## config.mk

```make
export PLATFORM = sky130hd
export DESIGN_NAME = mocc_fifo
export DESIGN_NICKNAME = d
export VERILOG_FILES = /design/src/rtl/core/mocc_fifo.sv
export SDC_FILE = /design/constraint.sdc
export NUM_CORES = 1
export LEC_CHECK = 0
export BUFFER_PORTS_ARGS = -buffer_cell sky130_fd_sc_hd__buf_2
export CORE_MARGIN = 4
export CORE_UTILIZATION = 35
export DETAILED_ROUTE_END_ITERATION = 6
export GPL_ROUTABILITY_DRIVEN = 1
export GPL_TIMING_DRIVEN = 0
export SLEW_MARGIN = 20
export SYNTH_ARGS = -nofsm -noshare
export SYNTH_HDL_FRONTEND = slang
export SYNTH_SLANG_ARGS = --single-unit
```

## constraint.sdc

```tcl
create_clock -name i_clk -period 3.7 [get_ports i_clk]
set_input_delay 0.37 -clock i_clk [delete_from_list [all_inputs] [get_ports i_clk]]
set_output_delay 0.37 -clock i_clk [all_outputs]
set_load 0.005 [all_outputs]
```

## src/rtl/core/mocc_fifo.sv

```systemverilog
module mocc_fifo #(
    parameter int P_WIDTH = 8,
    parameter int P_DEPTH = 4
) (
    input  logic               i_clk,
    input  logic               i_rst_n,
    input  logic               i_push,
    input  logic [P_WIDTH-1:0] i_data,
    input  logic               i_pop,
    output logic [P_WIDTH-1:0] o_data,
    output logic               o_empty,
    output logic               o_full
);
    localparam int AW = (P_DEPTH > 1) ? $clog2(P_DEPTH) : 1;
    localparam int NW = $clog2(P_DEPTH + 1);

    logic [P_WIDTH-1:0] r_mem [P_DEPTH];
    logic [AW-1:0]      r_wp, r_rp;
    logic [NW-1:0]      r_cnt;
    logic               push, pop;

    assign o_empty = (r_cnt == '0);
    assign o_full  = (r_cnt == NW'(P_DEPTH));
    assign push    = i_push && !o_full;
    assign pop     = i_pop && !o_empty;
    assign o_data  = r_mem[r_rp];

    // pointers and fill count
    always_ff @(posedge i_clk) begin
        if (!i_rst_n) begin
            r_wp  <= '0;
            r_rp  <= '0;
            r_cnt <= '0;
        end else begin
            if (push) begin
                r_wp <= (r_wp == AW'(P_DEPTH - 1)) ? '0 : r_wp + AW'(1);
            end
            if (pop) begin
                r_rp <= (r_rp == AW'(P_DEPTH - 1)) ? '0 : r_rp + AW'(1);
            end
            if (push && !pop) begin
                r_cnt <= r_cnt + NW'(1);
            end else if (pop && !push) begin
                r_cnt <= r_cnt - NW'(1);
            end
        end
    end

    // storage
    always_ff @(posedge i_clk) begin
        if (push) begin
            r_mem[r_wp] <= i_data;
        end
    end
endmodule

```

==> summary.txt <==
Outcome
  – Status: finished, final reports clean

CTS
  – Clk sinks: 41
  – Setup bufs post-CTS: 0
  – Clock Latency Late Sink: 0.29 ns
  – CTS clk-pin slew, worst paths: 0.08 ns
  – Htree depth: 2
  – Post_cts resized: 0
  – TritonCTS clock tree: built
  – Clock buffer depth: 2
  – CTS Root Cell: clkbuf_8
  – Quantity of hold-fixing buffers added after cts: 0
  – CTS Buf Count: 5

Detailed routing
  – Final WL: around 2700 µm
  – DRC viols: 0
  – Wl on met1: ~1200 µm
  – Via-per-instance ratio: 4.90
  – Via count: ~850
  – Top Metal Used: met4
  – 1st-iter DRT viols: 22
  – WL per Instance: 15.3 µm
  – First-pass iteration count of the detailed router: 4
  – Post-route ant nets: 0
  – Met2 Wirelength: around 1300 µm
  – Met3 routed WL: 135 µm

Floorplan
  – Die height: 76.3 µm
  – Starting Density: 36.7%
  – Core Rows: 24
  – Die width: 76.3 µm
  – # IOs: 22
  – Die footprint: 5810 µm²
  – Core area: between 4000 and 5000 µm²

Critical path
  – WP buf/inv: 1
  – Crit path launch type: flop
  – Slowest CP cell: o31ai_1
  – Req. time, crit path: 3.92 ns
  – WP data arrival: ~2.5 ns
  – Element type at the critical path end: flop
  – Crit-path cells: o31ai_1 > ha_1 > inv_1 > fa_1 > xor2_1 > or3_1 > a21boi_0
  – CP top delay family: compound AO/OA/AOI/OAI gates
  – CP max FO: 5
  – WS Path Type: flop to flop
  – Max stage delay on crit path: 0.53 ns

STA
  – RSZ-0062 raised after global routing: false
  – Fin Clk Skew: 0.00519 ns
  – Final hold slack: 0.285 ns
  – Period utilization: between 60% and 70%
  – Fin worst setup slack: 1.38 ns
  – Setup tns final: 0 ns
  – Final hold vios: 0
  – Headroom to the max-slew limit: 61.2%
  – Least-Margin Pin Slew: 0.582 ns
  – Max Slew Vio Count: 0
  – Setup violations, final: 0
  – Fmax: 0.430 GHz
  – Min cycle time layout: between 2 and 2.5 ns

Power and ir drop
  – Max VDD drop: approximately 0.31 mV
  – PD cells: 657 nW/µm²
  – Leak: 0.695 nW
  – Total power: 1.26 mW

Logic synthesis
  – Synth top area share: 58.9%
  – Syn. warnings: 0
  – Mean Syn Cell Area: 17.5 µm²
  – Cell area after synthesis: 1630 µm²
  – Top cells by count, synth: edfxtp_1 (32), dfxtp_1 (9), mux4_2 (8), ha_1 (6), nand2_1 (6)
  – Async SR Flop Fraction: 0%
  – Post-synth cell types: 23
  – Seq/Total Area, Yosys: 70.0%
  – Seq cells post-synth: 41
  – Synth Flop Type: edfxtp_1
  – Cell count after synthesis: between 90 and 100
  – Post-synth net total: 112
  – Area contributors post-synth: edfxtp_1 (59%), dfxtp_1 (11%), mux4_2 (11%)
  – Leading area contributor after synthesis: edfxtp_1
  – Post-synth EDFFs: 32
  – Most common cell in the netlist: edfxtp_1

Placed design
  – Port buffer count: 21
  – Final HPWL from detailed placement: 1900 µm
  – Pre-CTS setup slack: roughly 1.4 ns
  – GPL Wtd Cong: 0.653

Global routing
  – Tot GR Track Use: 10.1%
  – First-pass GRT wire length: 4420 µm
  – Vias in the first global route: between 900 and 1000
  – Initial antenna violation count: 0
  – Largest net degree at the start of global routing: 14
  – Total gr overflow: 0

Finish
  – Diode count: 0
  – Share of cells above drive strength 1: 32.0%
  – Layout area overhead: 17.2%
  – Post-layout util: 43.0%
  – # nets final: between 100 and 150

Run
  – Maxcap violations: 0

Min path
  – Worst min-delay path class: input pin to flop
logic make-up after synthesis:
group	Yosys count	share of synthesized area (%)
flip-flops	41	70.0
multiplexers	11	12.9
adder cells (fa/ha/maj)	7	5.83
buffers and inverters	7	1.76
AND/OR/NAND/NOR	20	6.60
AO/OA/AOI/OAI	5	1.84
XOR/XNOR	2	1.07
routing by layer:
layer	global-route usage, %	vias to the layer above
met3	3.55	5
met4	5.43	0
met1	11.3	423
met5	0	-
li1	-	405
met2	17.0	19
layout make-up:
cell class              count  area, µm²
inverters                   3       11.3
well taps                  52       65.1
flip-flops and latches     41       1140
repair buffers             21        105
clock buffers               5       68.8
plain buffers               4       17.5
fillers                   417       2530
multi-input cells          45        460
clock inverters             3       41.3
state kept, by name, summed over array words and instances, names as in the netlist, named ones only:
signal,cells
r_rp,2
r_mem,32
r_cnt,3
r_wp,2
stage by stage:
stage	cell area [µm²]	std cells
floorplan	1630	93
global placement	1800	166
detailed placement	1800	166
CTS	1910	174
global route	1910	174
finish	1910	174
path summary, 6_finish.rpt:
check                               start          end  slack (ns)  cells after the start
worst max-delay path             r_cnt[0]     r_cnt[2]        1.38                      7
worst min-delay path            i_data[5]  r_mem[0][5]        0.29                      1
worst max register to register   r_cnt[0]     r_cnt[2]        1.38                      7
worst min register to register    r_wp[1]      r_wp[1]        0.50                      2
placed cells by master (no fill, tap or decap), drive strengths merged:
cell / n
nor3b: 1
edfxtp: 32
nor2b: 2
clkbuf: 6
clkinv: 1
dfxtp: 9
xnor2: 1
nor2: 2
o21ai: 3
bufinv: 1
nor3: 1
nand3: 2
mux2i: 3
o31ai: 1
inv: 3
a21boi: 1
buf: 24
mux4: 8
xor2: 1
and2: 5
ha: 6
clkinvlp: 1
nand2: 6
or3: 1
fa: 1
power breakdown:
group,switching [mW],leakage (nW),internal [mW]
registers,0.0360,0.367,0.567
clock network,0.151,0.0518,0.198
logic,0.145,0.276,0.159
worst reg2reg max path, cell delays in order, from the launching register on:
cell	delay, ns
dfxtp_1	0.38
o31ai_1	0.54
ha_1	0.29
inv_1	0.06
fa_1	0.37
xor2_1	0.16
or3_1	0.30
a21boi_0	0.16
No activity file was read; power rests on OpenSTA's default activity.
