$ cat src/rtl/core/mocc_pkg.sv
package mocc_pkg;

    // data and register widths
    localparam int PIX_W      = 8;
    localparam int CFG_DIM_W  = 11;
    localparam int CFG_ITER_W = 2;
    localparam int CFG_AW     = 4;
    localparam int APB_DW     = 32;
    localparam int DIM_LIM_W  = 13;

    // default size limits
    localparam int MAX_WIDTH  = 1024;
    localparam int MAX_HEIGHT = 1024;
    localparam int MAX_ITER   = 2;

    // queue depth on both sides of the stage chain
    localparam int QUEUE_DEPTH = 4;

    // register reset values
    localparam logic [CFG_DIM_W-1:0]  RST_FRAME_WIDTH  = 11'd640;
    localparam logic [CFG_DIM_W-1:0]  RST_FRAME_HEIGHT = 11'd480;
    localparam logic [CFG_ITER_W-1:0] RST_OPEN_ITER    = 2'd1;
    localparam logic [CFG_ITER_W-1:0] RST_CLOSE_ITER   = 2'd1;

    // register indexes
    localparam logic [1:0] REG_FRAME_WIDTH  = 2'd0;
    localparam logic [1:0] REG_FRAME_HEIGHT = 2'd1;
    localparam logic [1:0] REG_OPEN_ITER    = 2'd2;
    localparam logic [1:0] REG_CLOSE_ITER   = 2'd3;

    // input action codes
    localparam logic ACT_PIXEL = 1'b0;
    localparam logic ACT_FLUSH = 1'b1;

    localparam logic [PIX_W-1:0] PIX_MAX = 8'd255;

    // token moving along the stage chain
    typedef enum logic [1:0] {
        K_NONE  = 2'd0,
        K_PIX   = 2'd1,
        K_FLUSH = 2'd2
    } t_kind;

    typedef struct packed {
        t_kind             kind;
        logic [PIX_W-1:0]  pix;
        logic              last;
    } t_tok;

    typedef struct packed {
        logic             action;
        logic [PIX_W-1:0] pixel_in;
    } t_in;

    typedef struct packed {
        logic [PIX_W-1:0] pixel_out;
        logic             frame_last;
    } t_out;

    typedef struct packed {
        logic [CFG_DIM_W-1:0]  frame_width;
        logic [CFG_DIM_W-1:0]  frame_height;
        logic [CFG_ITER_W-1:0] open_iter;
        logic [CFG_ITER_W-1:0] close_iter;
    } t_cfg;

    // clamp a size register to 1..lim and return it minus one
    function automatic logic [DIM_LIM_W-1:0] f_clamp_m1(
        input logic [CFG_DIM_W-1:0] v,
        input logic [DIM_LIM_W-1:0] lim
    );
        logic [DIM_LIM_W-1:0] ve;
        ve = {{(DIM_LIM_W-CFG_DIM_W){1'b0}}, v};
        if (v == '0) begin
            return '0;
        end else if (ve > lim) begin
            return lim - DIM_LIM_W'(1);
        end else begin
            return ve - DIM_LIM_W'(1);
        end
    endfunction

endpackage

$ cat src/rtl/core/mocc_front.sv
module mocc_front #(
    parameter int P_MAX_WIDTH  = 1024,
    parameter int P_MAX_HEIGHT = 1024
) (
    input  logic                            i_clk,
    input  logic                            i_rst_n,
    input  logic                            i_in_valid,
    input  mocc_pkg::t_in                   i_in_word,
    output logic                            o_in_ready,
    input  logic                            i_q_full,
    output logic                            o_push,
    output mocc_pkg::t_tok                  o_tok,
    input  logic                            psel,
    input  logic                            penable,
    input  logic                            pwrite,
    input  logic [mocc_pkg::CFG_AW-1:0]     paddr,
    input  logic [mocc_pkg::APB_DW-1:0]     pwdata,
    output logic [mocc_pkg::APB_DW-1:0]     prdata,
    output logic                            pready,
    output mocc_pkg::t_cfg                  o_cfg
);
    import mocc_pkg::*;

    localparam int CW = $clog2(P_MAX_WIDTH);
    localparam int RW = $clog2(P_MAX_HEIGHT);

    t_cfg                 r_cfg;
    logic [CW-1:0]        r_wm1, r_ic, wm1;
    logic [RW-1:0]        r_hm1, r_ir, hm1;
    logic [DIM_LIM_W-1:0] cw_m1, ch_m1;
    logic                 accept, at_start, is_last;

    // register file
    assign pready = 1'b1;

    always_ff @(posedge i_clk) begin
        if (!i_rst_n) begin
            r_cfg.frame_width  <= RST_FRAME_WIDTH;
            r_cfg.frame_height <= RST_FRAME_HEIGHT;
            r_cfg.open_iter    <= RST_OPEN_ITER;
            r_cfg.close_iter   <= RST_CLOSE_ITER;
        end else if (psel && penable && pwrite) begin
            unique case (paddr[3:2])
                REG_FRAME_WIDTH:  r_cfg.frame_width  <= pwdata[CFG_DIM_W-1:0];
                REG_FRAME_HEIGHT: r_cfg.frame_height <= pwdata[CFG_DIM_W-1:0];
                REG_OPEN_ITER:    r_cfg.open_iter    <= pwdata[CFG_ITER_W-1:0];
                REG_CLOSE_ITER:   r_cfg.close_iter   <= pwdata[CFG_ITER_W-1:0];
            endcase
        end
    end

    always_comb begin
        unique case (paddr[3:2])
            REG_FRAME_WIDTH:  prdata = APB_DW'(r_cfg.frame_width);
            REG_FRAME_HEIGHT: prdata = APB_DW'(r_cfg.frame_height);
            REG_OPEN_ITER:    prdata = APB_DW'(r_cfg.open_iter);
            REG_CLOSE_ITER:   prdata = APB_DW'(r_cfg.close_iter);
        endcase
    end

    assign o_cfg = r_cfg;

    // input raster position, size latched at frame start
    assign cw_m1    = f_clamp_m1(r_cfg.frame_width, DIM_LIM_W'(P_MAX_WIDTH));
    assign ch_m1    = f_clamp_m1(r_cfg.frame_height, DIM_LIM_W'(P_MAX_HEIGHT));
    assign at_start = (r_ic == '0) && (r_ir == '0);
    assign wm1      = at_start ? cw_m1[CW-1:0] : r_wm1;
    assign hm1      = at_start ? ch_m1[RW-1:0] : r_hm1;
    assign is_last  = (r_ic == wm1) && (r_ir == hm1);

    assign o_in_ready = !i_q_full;
    assign accept     = i_in_valid && !i_q_full;

    always_ff @(posedge i_clk) begin
        if (!i_rst_n) begin
            r_ic  <= '0;
            r_ir  <= '0;
            r_wm1 <= '0;
            r_hm1 <= '0;
        end else if (accept && (i_in_word.action == ACT_PIXEL)) begin
            r_wm1 <= wm1;
            r_hm1 <= hm1;
            if (is_last) begin
                r_ic <= '0;
                r_ir <= '0;
            end else if (r_ic == wm1) begin
                r_ic <= '0;
                r_ir <= r_ir + RW'(1);
            end else begin
                r_ic <= r_ic + CW'(1);
            end
        end
    end

    // classify the word into a chain token
    always_comb begin
        o_push     = accept;
        o_tok.pix  = i_in_word.pixel_in;
        if (i_in_word.action == ACT_FLUSH) begin
            o_tok.kind = K_FLUSH;
            o_tok.last = 1'b0;
        end else begin
            o_tok.kind = K_PIX;
            o_tok.last = is_last;
        end
    end
endmodule

$ cat config.mk
export PLATFORM = sky130hd
export DESIGN_NAME = mocc_front
export DESIGN_NICKNAME = d
export VERILOG_FILES = /design/src/rtl/core/mocc_pkg.sv /design/src/rtl/core/mocc_front.sv
export SDC_FILE = /design/constraint.sdc
export NUM_CORES = 1
export LEC_CHECK = 0
export BUFFER_PORTS_ARGS = -buffer_cell sky130_fd_sc_hd__buf_2
export CORE_ASPECT_RATIO = 1.5
export CORE_UTILIZATION = 57
export DETAILED_ROUTE_END_ITERATION = 7
export GPL_ROUTABILITY_DRIVEN = 0
export PLACE_DENSITY_LB_ADDON = 0.15
export SLEW_MARGIN = 15
export SYNTH_ARGS = -nofsm -noshare
export SYNTH_HDL_FRONTEND = slang
export SYNTH_SLANG_ARGS = --single-unit
$ cat constraint.sdc
create_clock -name i_clk -period 6.4 [get_ports i_clk]
set_clock_uncertainty 0.15 [all_clocks]
set_input_delay 0.96 -clock i_clk [delete_from_list [all_inputs] [get_ports i_clk]]
set_output_delay 0.96 -clock i_clk [all_outputs]
set_load 0.01 [all_outputs]
==> run summary <==
The run finished with clean final reports. For this run, the number of Yosys warnings is 0. The post-synthesis sequential area ratio is 30.1%. Dominant synthesized flop cell: dfxtp_1.

The logs give 11.7 mm for the post-detailed-routing wire length and 8.46 mm for the detailed-placement wirelength estimate. By startpoint and endpoint, the worst setup path is classified as flip-flop to output pin. In this run the tightest slew margin relative to its limit is 43.6%. Setup violations remaining at the end of the flow were counted as 0. At the worst endpoint, the required time is 5290 ps.

Power spread over the standard cell area amounts to 182 nW/um2. The quantity of I/O buffers inserted on ports was 62; the total count of max-transition violations in the final report was 0. The transition time at the pin with the least slew margin was 834 ps; the flip-flop and latch count after synthesis was 66. Setup repair after global routing left no endpoint under its margin. The cell type contributing the most total cell area after synthesis is dfxtp_1. Counting flops with a built-in enable in the synthesized netlist gives 0. The library cells used most frequently in the layout, excluding fill and tap cells, are nand2_1, dfxtp_1, buf_2.

The routed layout has 4191 vias. Routed signal wires occupy layers up through met4. The tools report the global router's overall resource usage as 30.2%. For the worst setup path, the data arrival time is 3970 ps. Measured along the y axis, the die boundary spans 109 um. Dividing the detail-routed via count by the number of cells gives 6.01. Max-cap violations in this run came to 0.

The run gives 0 as the number of cells upsized or downsized after cts. Ranked by total cell area, the synthesized netlist is headed by dfxtp_1, nand2_1, buf_4. The number of cell rows came out at 38. For this run, design rule violations remaining after detail routing come to 0. In this run, distinct cell masters in the synthesized netlist total 76.

The root buffer cell is clkbuf_8. The largest voltage drop on the vdd net was 161 uV; the number of clock sinks seen by CTS was 66. The tools report the hold buffer count at cts as 0.

Entering global routing, the biggest net connects 38 pins. Path category of the worst min-delay check: flip-flop to flip-flop. After clock tree synthesis, the setup repair step added 0 buffers. The net count of the finished layout is 650. The mean instance size in the synthesized netlist came out at 7.83 um2. Of the available clock period, the critical path in the final layout requires 79.3%.

The multi-input combinational cells in the finished layout cover a total of 2670 um2. 0 antenna diodes ended up in the layout. The wire length on met1 was 4.67 mm; the sum of met2 wire segment lengths after detailed routing was 6.01 mm.

The total overflow left after global routing is 0. Detailed-routing iteration count for the pre-antenna-repair pass: 5. After the first detailed-routing iteration, the DRC count stood at 254. The run gives 4380 um2 as the post-synthesis instance area. Summing all flip-flop and latch instances after layout gives 1320 um2. The tools report the via count of the first global-routing pass as 3822. At the later pin of the worst-skew pair, clock insertion delay measures 360 ps. The number of H-tree levels is 3. The initial utilization of the core area, before any placement, comes to 59.9%. The die is 73.6 um wide. Portion of synthesized cell area occupied by the leading cell type: 30.1%.

The worst setup path is captured at an output pin. Along the worst path, the maximum fanout reaches 9. The antenna violation net count after detailed routing was 0; the I/O pin total was 124. After technology mapping, the gate count stands at 560. The die covers 8050 um2.

The number of hold violations in the final report came out at 0. The async set-reset flop share out of synthesis is 0%, and the final critical-path required period is 5080 ps. Summed over all cells, the static leakage comes to 1.90 nW. Core area: 7320 um2.

The library cell used most frequently in the layout, excluding fill and tap cells, is nand2_1. From synthesis to final layout, the design area changed by 7.71%. The tools report the setup TNS after final layout as 0 ps.

TritonCTS created 9 clock buffers. The first global-routing pass estimated 18.4 mm of wire. After filler insertion, the fill cell instance count of the layout stands at 663. STA classifies the critical path startpoint as a flip-flop.

The maximum clock insertion buffer count came out at 2. Cells with a size suffix above 1 make up 17.4% of the layout. The clock-pin transition on the worst setup and hold timing paths was 70 ps. The share of the core filled with cells came out at 64.5%. The initial antenna violation count was 0; the wire length per cell was 16.8 um. After detailed routing, the met3 layer carries 632 um of wire. TritonCTS built the clock tree. For this run, the top clock speed supported by timing is 197 MHz.
[per-stage QoR]
step                cells  area, um2  hold WS [ps]  worst slack [ps]  total power [mW]
floorplan             580       4460           295              2410             0.531
global placement      681       4550           307              1920             0.545
detailed placement    681       4550           312              1850             0.546
CTS                   697       4720           320              1350             0.864
global route          697       4720           341              1090             0.892
finish                697       4720           316              1320             0.857
[critical path, cell delays in order, from the launching register on]
cell       delay, ps
dfxtp_1          400
inv_1            130
ha_1             270
or4b_1           490
o41ai_1          750
nor4_1            90
a211o_1          290
a2111oi_1        470
nand4_2          340
nor3_1           210
buf_2            160
[synthesized netlist by cell type (8+ instances only)]
cell type and instances:
nand4_1 14, o211ai_1 8, nor2_1 50, a211oi_1 13, a21oi_1 34, inv_1 29
buf_4 31, and3_1 8, nand2_1 71, xor2_1 10, xnor2_1 12, clkbuf_1 27
nor3_1 14, dfxtp_1 66, o21ai_0 14, nand3_1 20, mux2i_1 17
[kinds of logic (layout without fill, tap and decap cells)]
| group | after synthesis | in the layout | share of synthesized area, % |
|---|---|---|---|
| and+or+nand+nor | 228 | 228 | 26.8 |
| AOI/OAI and AO/OA | 121 | 121 | 20.4 |
| DFF | 66 | 66 | 30.1 |
| other | 2 | 22 | 0.171 |
| adders and majority gates | 9 | 9 | 2.43 |
| buffers and inverters | 93 | 110 | 10.8 |
| muxes | 19 | 19 | 4.91 |
| xor gates and xnor gates | 22 | 22 | 4.40 |
[power breakdown]
group          internal, mW  switching, mW  leakage, nW
registers             0.420         0.0105        0.535
logic                0.0414         0.0672         1.28
clock network         0.149          0.169       0.0851
total                 0.610          0.247         1.90
[sequential cells by signal, summed over array words and instances, names as in the netlist]
register / flops
r_ic: 10
r_ir: 10
r_hm1: 10
r_wm1: 10
o_cfg: 26
[layout make-up]
class,count,area share (%)
flip-flops and latches,66,28.0
repair buffers,64,6.89
well taps,100,2.65
clock buffers,11,2.99
clock inverters,5,0.636
multi-input cells,421,56.5
inverters,30,2.39
[metal layers]
metal  track usage [%]  up-vias
met1              32.4     1949
li1                  -     2027
met5                 0        -
met3              7.15       37
met4              15.7        0
met2              54.1      178
[path summary, 6_finish.rpt]
kind | start | to | slack, ps | cells after the start
hold / removal | r_wm1[3]$_SDFFE_PN0P_ | r_wm1[3]$_SDFFE_PN0P_ | 320 | 2
setup / recovery | o_cfg[4]$_SDFFE_PN0P_ | o_tok[0] | 1320 | 10
hold reg to reg | r_wm1[3]$_SDFFE_PN0P_ | r_wm1[3]$_SDFFE_PN0P_ | 320 | 2
setup reg to reg | o_cfg[4]$_SDFFE_PN0P_ | r_ir[1]$_SDFFE_PN0P_ | 2290 | 10
Note: power is estimated with default switching activity, not from simulation.
